--- src/rtl/core/dbdl_pkg.sv ---
// Shared widths, register codes, sideband types and the divider step for the detail level block.
package dbdl_pkg;

  localparam int unsigned DIST_W         = 32;
  localparam int unsigned FRAC_W         = 16;
  localparam int unsigned LVL_W          = 2;
  localparam int unsigned CNT_W          = 2;
  localparam int unsigned CFG_IDX_W      = 3;
  localparam int unsigned MAX_LEVELS_DEF = 3;

  typedef enum logic [CFG_IDX_W-1:0] {
    REG_THRESHOLD_A     = 3'd0,
    REG_THRESHOLD_B     = 3'd1,
    REG_THRESHOLD_C     = 3'd2,
    REG_BLEND_END_A     = 3'd3,
    REG_BLEND_END_B     = 3'd4,
    REG_BLEND_END_C     = 3'd5,
    REG_THRESHOLD_COUNT = 3'd6,
    REG_BLEND_COUNT     = 3'd7
  } cfg_reg_e;

  // result sideband carried alongside the divider
  typedef struct packed {
    logic [LVL_W-1:0] level_whole;
    logic             is_blending;
  } tag_t;

  typedef struct packed {
    logic [DIST_W-1:0] rem;
    logic              qbit;
  } div_step_t;

  // one restoring division step; rem is below den on entry and on exit
  function automatic div_step_t div_step(logic [DIST_W-1:0] rem, logic [DIST_W-1:0] den);
    logic [DIST_W:0] shl;
    div_step_t       res;
    shl = {rem, 1'b0};
    if (shl >= {1'b0, den}) begin
      res.rem  = DIST_W'(shl - {1'b0, den});
      res.qbit = 1'b1;
    end else begin
      res.rem  = shl[DIST_W-1:0];
      res.qbit = 1'b0;
    end
    return res;
  endfunction

endpackage

--- src/rtl/core/distance_to_blended_detail_level_core.sv ---
// Top level: distance to blended detail level, with config registers and result pipeline.
//
// Usage
//   s_axis carries one view distance per item (Q16.16 in tdata[31:0]).
//   m_axis returns one result per item: tdata[1:0] level_whole,
//   tdata[17:2] level_fraction (Q0.16), tuser is_blending.
//   cfg: index/data write port, always ready; write only while idle.
// Timing
//   From input accept to output valid an item passes through two stages of
//   compare/select and subtract, then sixteen divider stages, one quotient
//   bit each, the last of which is the output register.
//   Throughput one item per cycle while m_axis_tready is high; the divider chain sets the depth.
// Stalls
//   Each stage holds its item while the next is full and stalled; bubbles
//   are squeezed out, so s_axis_tready only drops when every stage holds
//   an item and m_axis_tready is low. Nothing is lost or repeated.
// Reset
//   rst_ni clears all valid bits and all config registers to zero
//   (no thresholds in use: every distance maps to level 0).
module distance_to_blended_detail_level_core #(
  parameter int unsigned MAX_LEVELS = dbdl_pkg::MAX_LEVELS_DEF
) (
  input  logic                            clk_i,
  input  logic                            rst_ni,
  // view_distance[31:0]
  input  logic                            s_axis_tvalid,
  output logic                            s_axis_tready,
  input  logic [31:0]                     s_axis_tdata,
  // level_whole[1:0], level_fraction[17:2], zero[23:18]
  output logic                            m_axis_tvalid,
  input  logic                            m_axis_tready,
  output logic [23:0]                     m_axis_tdata,
  // is_blending[0]
  output logic                            m_axis_tuser,
  input  logic                            cfg_valid_i,
  output logic                            cfg_ready_o,
  input  logic [dbdl_pkg::CFG_IDX_W-1:0]  cfg_index_i,
  input  logic [31:0]                     cfg_data_i
);

  localparam int unsigned DW = dbdl_pkg::DIST_W;
  localparam int unsigned LW = dbdl_pkg::LVL_W;
  localparam int unsigned IW = dbdl_pkg::CFG_IDX_W;
  localparam logic [LW-1:0] MAX_CNT = LW'(MAX_LEVELS);

  // ---------------- configuration registers ----------------
  logic [DW-1:0]                thr_q  [MAX_LEVELS];
  logic [DW-1:0]                bend_q [MAX_LEVELS];
  logic [dbdl_pkg::CNT_W-1:0]   thr_cnt_q, blend_cnt_q;

  assign cfg_ready_o = 1'b1;

  always_ff @(posedge clk_i or negedge rst_ni) begin
    if (!rst_ni) begin
      for (int k = 0; k < MAX_LEVELS; k++) begin
        thr_q[k]  <= '0;
        bend_q[k] <= '0;
      end
      thr_cnt_q   <= '0;
      blend_cnt_q <= '0;
    end else if (cfg_valid_i) begin
      // thresholds beyond MAX_LEVELS are never in use, so they are not stored
      for (int k = 0; k < MAX_LEVELS; k++) begin
        if (cfg_index_i == IW'(dbdl_pkg::REG_THRESHOLD_A) + IW'(k)) thr_q[k]  <= cfg_data_i;
        if (cfg_index_i == IW'(dbdl_pkg::REG_BLEND_END_A) + IW'(k)) bend_q[k] <= cfg_data_i;
      end
      if (cfg_index_i == dbdl_pkg::REG_THRESHOLD_COUNT) thr_cnt_q   <= cfg_data_i[1:0];
      if (cfg_index_i == dbdl_pkg::REG_BLEND_COUNT)     blend_cnt_q <= cfg_data_i[1:0];
    end
  end

  // counts in use, limited to MAX_LEVELS
  logic [LW-1:0] nt, nb;
  assign nt = (thr_cnt_q   > MAX_CNT) ? MAX_CNT : thr_cnt_q;
  assign nb = (blend_cnt_q > MAX_CNT) ? MAX_CNT : blend_cnt_q;

  // ---------------- handshake chain ----------------
  logic va_q, vb_q;
  logic rdy_a, rdy_b, div_rdy;

  assign rdy_b         = !vb_q || div_rdy;
  assign rdy_a         = !va_q || rdy_b;
  assign s_axis_tready = rdy_a;

  // ---------------- stage A: level, blend index, band bounds ----------------
  logic [DW-1:0] d_in;
  logic [LW-1:0] lvl_c, bi_c;
  logic [DW-1:0] lo_c, hi_c;
  logic          cand_c;

  assign d_in = s_axis_tdata[DW-1:0];

  always_comb begin
    logic [LW-1:0] bi_raw;
    lvl_c  = nt;
    bi_raw = nb;
    // first threshold in use above the distance; scan from the top so the
    // lowest match wins
    for (int i = MAX_LEVELS - 1; i >= 0; i--) begin
      if (LW'(i) < nt && thr_q[i]  > d_in) lvl_c  = LW'(i);
      if (LW'(i) < nb && bend_q[i] > d_in) bi_raw = LW'(i);
    end
    // clamp blend index to [lvl-1, lvl]
    bi_c = bi_raw;
    if (bi_c > lvl_c) bi_c = lvl_c;
    if (lvl_c != '0 && bi_c < lvl_c - LW'(1)) bi_c = lvl_c - LW'(1);
    cand_c = (nb != '0) && (lvl_c != '0) && (bi_c != lvl_c) && (bi_c < nb);
    lo_c = '0;
    hi_c = '0;
    for (int i = 0; i < MAX_LEVELS; i++) begin
      if (LW'(i) == bi_c) begin
        lo_c = thr_q[i];
        hi_c = bend_q[i];
      end
    end
    // band end capped by the next threshold in use
    for (int i = 0; i < MAX_LEVELS; i++) begin
      if (LW'(i) == lvl_c && lvl_c < nt && thr_q[i] < hi_c) hi_c = thr_q[i];
    end
  end

  logic [DW-1:0] a_d_q, a_lo_q, a_hi_q;
  logic [LW-1:0] a_lvl_q, a_bi_q;
  logic          a_cand_q;

  always_ff @(posedge clk_i or negedge rst_ni) begin
    if (!rst_ni) begin
      va_q <= 1'b0;
    end else if (rdy_a) begin
      va_q <= s_axis_tvalid;
    end
  end

  always_ff @(posedge clk_i) begin
    if (rdy_a) begin
      a_d_q    <= d_in;
      a_lo_q   <= lo_c;
      a_hi_q   <= hi_c;
      a_lvl_q  <= lvl_c;
      a_bi_q   <= bi_c;
      a_cand_q <= cand_c;
    end
  end

  // ---------------- stage B: band test and divider operands ----------------
  logic          inband_c;
  assign inband_c = a_cand_q && (a_lo_q <= a_d_q) && (a_d_q < a_hi_q);

  logic [DW-1:0]  b_num_q, b_den_q;
  dbdl_pkg::tag_t b_tag_q;

  always_ff @(posedge clk_i or negedge rst_ni) begin
    if (!rst_ni) begin
      vb_q <= 1'b0;
    end else if (rdy_b) begin
      vb_q <= va_q;
    end
  end

  // outside the band the divider sees 0/1, giving a zero fraction
  always_ff @(posedge clk_i) begin
    if (rdy_b) begin
      b_num_q             <= inband_c ? (a_d_q - a_lo_q) : '0;
      b_den_q             <= inband_c ? (a_hi_q - a_lo_q) : DW'(1);
      b_tag_q.level_whole <= inband_c ? a_bi_q : a_lvl_q;
      b_tag_q.is_blending <= inband_c;
    end
  end

  // ---------------- divider: (d - a) * 2^16 / (b - a) ----------------
  logic [dbdl_pkg::FRAC_W-1:0] frac;
  dbdl_pkg::tag_t              out_tag;

  dbdl_div u_div (
    .clk_i       (clk_i),
    .rst_ni      (rst_ni),
    .in_valid_i  (vb_q),
    .in_ready_o  (div_rdy),
    .num_i       (b_num_q),
    .den_i       (b_den_q),
    .tag_i       (b_tag_q),
    .out_valid_o (m_axis_tvalid),
    .out_ready_i (m_axis_tready),
    .quot_o      (frac),
    .tag_o       (out_tag)
  );

  assign m_axis_tdata = {6'b0, frac, out_tag.level_whole};
  assign m_axis_tuser = out_tag.is_blending;

endmodule

--- src/rtl/core/dbdl_div.sv ---
// Pipelined fraction divider: one quotient bit per stage, stall-safe handshake per stage.
module dbdl_div (
  input  logic                         clk_i,
  input  logic                         rst_ni,
  input  logic                         in_valid_i,
  output logic                         in_ready_o,
  input  logic [dbdl_pkg::DIST_W-1:0]  num_i,
  input  logic [dbdl_pkg::DIST_W-1:0]  den_i,
  input  dbdl_pkg::tag_t               tag_i,
  output logic                         out_valid_o,
  input  logic                         out_ready_i,
  output logic [dbdl_pkg::FRAC_W-1:0]  quot_o,
  output dbdl_pkg::tag_t               tag_o
);

  localparam int unsigned STEPS = dbdl_pkg::FRAC_W;

  logic [STEPS-1:0]                 v_q;
  logic [STEPS:0]                   rdy;
  logic [dbdl_pkg::DIST_W-1:0]      rem_q [STEPS];
  logic [dbdl_pkg::DIST_W-1:0]      den_q [STEPS];
  logic [dbdl_pkg::FRAC_W-1:0]      quo_q [STEPS];
  dbdl_pkg::tag_t                   tag_q [STEPS];

  // a stage may load when empty or when its successor moves on
  always_comb begin
    rdy[STEPS] = out_ready_i;
    for (int k = STEPS - 1; k >= 0; k--) begin
      rdy[k] = !v_q[k] || rdy[k+1];
    end
  end

  assign in_ready_o = rdy[0];

  always_ff @(posedge clk_i or negedge rst_ni) begin
    if (!rst_ni) begin
      v_q <= '0;
    end else begin
      if (rdy[0]) v_q[0] <= in_valid_i;
      for (int k = 1; k < STEPS; k++) begin
        if (rdy[k]) v_q[k] <= v_q[k-1];
      end
    end
  end

  always_ff @(posedge clk_i) begin
    dbdl_pkg::div_step_t st;
    if (rdy[0]) begin
      st       = dbdl_pkg::div_step(num_i, den_i);
      rem_q[0] <= st.rem;
      den_q[0] <= den_i;
      quo_q[0] <= {{(dbdl_pkg::FRAC_W-1){1'b0}}, st.qbit};
      tag_q[0] <= tag_i;
    end
    for (int k = 1; k < STEPS; k++) begin
      if (rdy[k]) begin
        st       = dbdl_pkg::div_step(rem_q[k-1], den_q[k-1]);
        rem_q[k] <= st.rem;
        den_q[k] <= den_q[k-1];
        quo_q[k] <= {quo_q[k-1][dbdl_pkg::FRAC_W-2:0], st.qbit};
        tag_q[k] <= tag_q[k-1];
      end
    end
  end

  assign out_valid_o = v_q[STEPS-1];
  assign quot_o      = quo_q[STEPS-1];
  assign tag_o       = tag_q[STEPS-1];

endmodule

--- config.mk ---
export PLATFORM = sky130hd
export DESIGN_NAME = distance_to_blended_detail_level_core
export DESIGN_NICKNAME = d
export VERILOG_FILES = /design/src/rtl/core/dbdl_pkg.sv /design/src/rtl/core/distance_to_blended_detail_level_core.sv /design/src/rtl/core/dbdl_div.sv
export SDC_FILE = /design/constraint.sdc
export NUM_CORES = 2
export LEC_CHECK = 0
export BUFFER_PORTS_ARGS = -buffer_cell sky130_fd_sc_hd__buf_2
export CELL_PAD_IN_SITES_DETAIL_PLACEMENT = 0
export CELL_PAD_IN_SITES_GLOBAL_PLACEMENT = 2
export CORE_MARGIN = 2
export CORE_UTILIZATION = 47
export CTS_CLUSTER_DIAMETER = 60
export CTS_CLUSTER_SIZE = 24
export DETAILED_ROUTE_END_ITERATION = 7
export GPL_TIMING_DRIVEN = 0
export PLACE_DENSITY_LB_ADDON = 0.1
export SLEW_MARGIN = 25
export SYNTH_ARGS = -nofsm -noshare
export SYNTH_HDL_FRONTEND = slang
export SYNTH_HIERARCHICAL = 1
export SYNTH_SLANG_ARGS = --single-unit
--- constraint.sdc ---
create_clock -name clk_i -period 28.2 [get_ports clk_i]
set_clock_uncertainty 0.15 [all_clocks]
set_input_delay 2.82 -clock clk_i [delete_from_list [all_inputs] [get_ports clk_i]]
set_output_delay 2.82 -clock clk_i [all_outputs]
set_load 0.005 [all_outputs]
# Yosys cells after proc, flatten, opt, wreduce, memory -nomap -nowiden
# Memories as Yosys holds them, arrays and structs flattened.
# Index checks and enable logic that the tools add are counted.
# Widths: inputs -> output; s select.
# totals
memories,4
word_cells,261
mem_bits_ro,0
ramBits,1328
output_inout_bits,28
latchBits,0
reg_bits,382
# op_classes
bitwise,0
add_sub_neg,19
mul,0
n_mux,84
n_reduce_logical,67
shift,0
order_cmp,39
div,0
eq_ne,12
# memory_table
name,words,width,rd,rd_ports_with_merged_regs,wr,line_no,source
u_div.den_q,16,32,15,0,16,dbdl_div.sv:21,logic [dbdl_pkg::DIST_W-1:0] den_q [STEPS];
u_div.rem_q,16,32,15,0,16,dbdl_div.sv:20,logic [dbdl_pkg::DIST_W-1:0] rem_q [STEPS];
u_div.quo_q,16,16,16,0,16,dbdl_div.sv:22,logic [dbdl_pkg::FRAC_W-1:0] quo_q [STEPS];
u_div.tag_q,16,3,16,0,16,dbdl_div.sv:23,dbdl_pkg::tag_t tag_q [STEPS];
# op_table
cell,n
$mux 33,32
$sub 32x32->32,18
$ge 33x32->1,16
$mux 32,9
$gt 32x32->1,6
$lt 32x32->1,4
$le 32x32->1,1
$mux 1,32
$mux 2,11
$logic_and 1x1->1,18
$logic_not 1->1,18
$logic_or 1x1->1,18
$reduce_and 2->1,8
$eq 3x3->1 const B,4
$lt 1x2->1 const A,4
$eq 3x2->1 const B,2
$lt 2x2->1,3
$eq 1x2->1 const A,2
$eq 2x2->1 const A,2
$gt 2x2->1 const B,2
$logic_not 2->1,2
$lt 2x2->1 const A,2
$reduce_bool 2->1,2
$eq 3x1->1 const B,1
other kinds (4),4

# Logic depth before layout (Yosys ltp)
# logic_depth
ltp_word,25
ltp_mapped,66
ltp_nobuf,62

# Modules after synthesis
# Netlist, hierarchy kept.
# by_module_without_submodules
mod,cells_each,instances,area_each_um2,seq_area_each_um2
dbdl_div,6022,1,67089.3,34753.3
distance_to_blended_detail_level_core,2539,1,25859.8,9999.6

# Worst setup path before layout
# No wires, ideal clock.
# synth_timing
path_kind,in2out
from,input port m_axis_tready
to,output port s_axis_tready
t_required_ns,25.230
arrival_time_ns,13.101
setup_slack_ns,12.129
cell_stages,10
cell_sequence,nor2b_1 nand2_1 nor2_1 and2_1 and3_1 and3_1 nand3_1 nor2_1 nand4_1 nand3b_1
# synth_via
elab_chain_len,18
# synth_rtl
item,line_no,source
"start, declared",distance_to_blended_detail_level_core.sv:31,"input logic m_axis_tready,"
$logic_or 1x1->1 (2 in series),dbdl_div.sv:29,rdy[k] = !v_q[k] || rdy[k+1];
net u_div.rdy[14],dbdl_div.sv:19,logic [STEPS:0] rdy;
$logic_or 1x1->1 (10 in series),dbdl_div.sv:29,
net u_div.rdy[4],dbdl_div.sv:19,
$logic_or 1x1->1 (4 in series),dbdl_div.sv:29,
net div_rdy,distance_to_blended_detail_level_core.sv:79,"logic rdy_a, rdy_b, div_rdy;"
$logic_or 1x1->1,distance_to_blended_detail_level_core.sv:81,assign rdy_b = !vb_q || div_rdy;
$logic_or 1x1->1,distance_to_blended_detail_level_core.sv:82,assign rdy_a = !va_q || rdy_b;
"end, declared",distance_to_blended_detail_level_core.sv:27,"output logic s_axis_tready,"
# The timed path passes the listed nets, and every way through them passes these cells.

# Final worst setup path
# layout_timing
from,input port s_axis_tdata[15]
to,register a_hi_q[27] (data pin)
# layout_via
elab_chain_len,23
word_cells_on_any_way,47
classes_between,add/sub (1); order compare (12); eq/ne (4); mux (14); reduce/logical (16)
# layout_rtl
item,line_no,source
"start, declared",distance_to_blended_detail_level_core.sv:28,"input logic [31:0] s_axis_tdata,"
$gt 32x32->1,distance_to_blended_detail_level_core.sv:100,if (LW'(i) < nt && thr_q[i] > d_in) lvl_c = LW'(i);
$logic_and 1x1->1,distance_to_blended_detail_level_core.sv:100,
$mux 2 (2 in series),distance_to_blended_detail_level_core.sv:100,
$mux 2 (*),distance_to_blended_detail_level_core.sv:100,
net lvl_c[0],distance_to_blended_detail_level_core.sv:87,"logic [LW-1:0] lvl_c, bi_c;"
$gt 2x2->1,distance_to_blended_detail_level_core.sv:105,if (bi_c > lvl_c) bi_c = lvl_c;
$mux 2,distance_to_blended_detail_level_core.sv:105,
$lt 2x2->1,distance_to_blended_detail_level_core.sv:106,if (lvl_c != '0 && bi_c < lvl_c - LW'(1)) bi_c = lvl_c - LW'(1);
[... 8 more ...],--,
$mux 32,distance_to_blended_detail_level_core.sv:118,if (LW'(i) == lvl_c && lvl_c < nt && thr_q[i] < hi_c) hi_c = thr_q[i];
$lt 32x32->1,distance_to_blended_detail_level_core.sv:118,
$logic_and 1x1->1,distance_to_blended_detail_level_core.sv:118,
$mux 32,distance_to_blended_detail_level_core.sv:118,
$lt 32x32->1,distance_to_blended_detail_level_core.sv:118,
$logic_and 1x1->1,distance_to_blended_detail_level_core.sv:118,
$mux 32 (*),distance_to_blended_detail_level_core.sv:118,
net hi_c[27],distance_to_blended_detail_level_core.sv:88,"logic [DW-1:0] lo_c, hi_c;"
"end signal, assigned",distance_to_blended_detail_level_core.sv:138,a_hi_q <= hi_c;
"end, declared",distance_to_blended_detail_level_core.sv:122,"logic [DW-1:0] a_d_q, a_lo_q, a_hi_q;"
# Mark *: on every way through the listed nets, which the timed path passes. The rest lies on a longest branch.
# A chain may end at the register's enable or synchronous reset.

==> run summary <==
ANT nets after route = 0
top-area cell type share of the netlist area = 0.424
Hold Path Sink = u_div/quo_q[0][33]
CP Buf/Inv Count = 9
cts hold-fix bufs = 0
RD Place Congestion = 0.939
WS Path Type = in2reg
EDFF count, synth = 1312
Fillers = 17681
hold depth = 0
commonest non-fill, non-tap cells in the layout = 1312 x edfxtp_1, 897 x ha_1, 843 x inv_1
busiest metal layer after global routing = met2
Reg-to-Reg Start = thr_q[15]
hold slack = 0.244 ns
YS warnings = 6
post-synthesis sequential area ratio = 0.481
initial antenna violation count = 6
max-slew violation count = 0
clock insertion delay at the later pin of the skew report = 0.84 ns
num rows = 163
Max-cap violations = 0
setup TNS = 0 ns
HP Start = u_div/quo_q[0][16]
Reg area = 44800 sq um
drt drc = 0
GR Layer Usage met2 = 0.469
DP HPWL = 215 mm
Final Cycle Share = 0.657
Root Driver = clkbuf_16
post-synthesis cell area = 92900 sq um
Yosys cell types = 102
Area contributors post-synth = edfxtp_1 42%, ha_1 12%, dfrtp_1 5.8%
total congestion overflow = 0
Yosys reg bits = 1526
CP max stage cell = nor4_1
I/O pins = 100
global-route wire length before repair = 398 mm
worst min path class = reg2reg
Synth Flop Type = edfxtp_1
Worst R2R Setup Slack = 11.56 ns
Max-slew headroom = 0.215
critical path launch point type = primary input
total clock sinks = 1526
area growth from synthesis to layout = 11.1%
drt first-iter violations = 4306
CTS tree = built
routed len/inst = 22.9 um
transition time at the pin with the least slew margin = 1.17 ns
Max Freq = 53.9 MHz
Finish-stage setup viols = 0
RSZ-0062 raised after global routing = no
Starting Density = 0.472
chip height = 449 um
CTS Buf Count = 155
post_cts resized = 0
core box area = 197000 sq um
RR Endpoint = a_hi_q[27]
Post CTS Setup Buffer Count = 0
GRT met3 Usage = 0.0299
Die W = 449 um
drt first pass iters = 7
cell class contributing the biggest share of worst-path delay = simple AND/OR/NAND/NOR gates
via count = 65208
Vias/cell = 5.60
CTS clock-pin slew for the worst setup and hold paths = 0.09 ns
CP arrival = 19.03 ns
largest net degree at the start of global routing = 78
Most common cell on crit path = ha_1
multi-input logic area = 44000 sq um
Port Buffers = 90
Max clock buf depth = 3
Die ar. = 201000 sq um
Worst Setup End Kind = register
Total GRT Usage = 0.260
H-tree depth = 4
crit path launch = s_axis_tdata[15]
Synth Area per Inst = 10.9 sq um
worst-case reg-to-reg path depth = 52
WP data required = 28.69 ns
routed wire length = 266 mm
Post-synth ARST share = 0.140
Fin. Hold Viols = 0
fin crit period = 18.54 ns
status = finished clean
M1 GR Usage = 0.303
share of layout cells above drive strength 1 = 0.111
Post-Syn Instances = 8561
Final nets = 9847
crit-path max FO = 10
cell taking the most area after synthesis = edfxtp_1
most common cell after layout, fill and taps aside = edfxtp_1
vias in the first global route = 64995
max incr delay on CP = 1.01 ns
worst reg2reg max path: cells and delay by family (launching register included):
kind | cells | cell delay, ns
mux | 4 | 1.26
flops | 1 | 0.45
fa+ha+maj | 5 | 1.47
simple gates | 19 | 5.58
compound gates | 17 | 4.60
buf+inv | 7 | 2.93
sequential cells by signal (all words and copies together) (netlist names):
register	flops
u_div/den_q	480
u_div/rem_q	480
u_div/quo_q	136
bend_q	96
thr_q	96
u_div/tag_q	48
a_d_q	32
a_hi_q	32
a_lo_q	32
b_den_q	32
b_num_q	32
u_div/v_q	16
b_tag_q	3
a_bi_q	2
a_lvl_q	2
blend_cnt_q	2
thr_cnt_q	2
a_cand_q	1
va_q	1
vb_q	1
cells in the mapped netlist, drive strengths merged, types with 13 or more instances:
library cell  count
a2111oi          19
a211o            24
a211oi           54
a21boi           33
a21o            318
a21oi           625
a221oi           13
a311oi           14
a31o             13
a31oi            63
a41oi            17
and2             30
and3             63
and4             26
buf              73
clkbuf          168
dfrtp           214
edfxtp         1312
fa               17
ha              897
inv             850
mux2            420
mux2i            84
nand2           611
nand2b          127
nand3           150
nand4           137
nor2            467
nor2b           114
nor3             93
nor3b            15
nor4             21
o2111ai          13
o211ai           34
o21a             74
o21ai           624
o21bai           54
o22ai            13
o31a             20
o31ai            31
or2              25
or3              23
xnor2           267
xor2            186
area by class of cell:
type / instances / share of cell area
Antenna cell: 1 / 0.0000242
Buffer: 241 / 0.0110
Clock buffer: 175 / 0.0404
Clock inverter: 116 / 0.0132
Inverter: 850 / 0.0311
Multi-Input combinational cell: 5949 / 0.427
Sequential cell: 1526 / 0.433
Tap cell: 2640 / 0.0320
Timing Repair Buffer: 138 / 0.0123
kinds of logic (layout without fill, tap and decap cells):
kind of cell,count (synthesis),in the layout,share of synthesized area
multiplexers,504,504,0.0623
other,2,8,0.0000808
flip-flops,1526,1526,0.481
AND/OR/NAND/NOR,1948,1948,0.101
adder cells (fa/ha/maj),914,914,0.124
buffers and inverters,1091,1520,0.0465
XOR/XNOR,453,453,0.0427
AO/OA/AOI/OAI,2123,2123,0.141
routing by layer:
layer | vias up | wire length (um)
met2 | 1346 | 136000
met5 | - | 7
li1 | 31844 | -
met3 | 474 | 9370
met4 | 2 | 14800
met1 | 31542 | 106000
worst max-delay path by stage:
stage / endpoint / depth (start not counted) / slack [ns]
3_3_place_gp: a_hi_q[27] / 60 / 4.75
2_1_floorplan: s_axis_tready / 10 / 12.13
3_5_place_dp: a_hi_q[27] / 54 / 8.88
4_1_cts: a_hi_q[27] / 54 / 9.74
6_report: a_hi_q[27] / 54 / 9.66
5_1_grt: a_hi_q[27] / 61 / 9.27
stage by stage:
step                      setup slack, ns  cells  instance area [sq um]   util
after detailed placement             8.88  11344                  97700  0.496
after floorplan                     12.13   8566                  93000      -
after CTS                            9.74  11635                 103000  0.524
final                                9.66  11636                 103000  0.524
after global placement               4.75  11296                  96700  0.491
after global routing                 9.27  11636                 103000  0.524
Power is left out: the tool's default activity adds up to more than one toggle a clock period on the data nets, which glitch-free logic cannot reach.
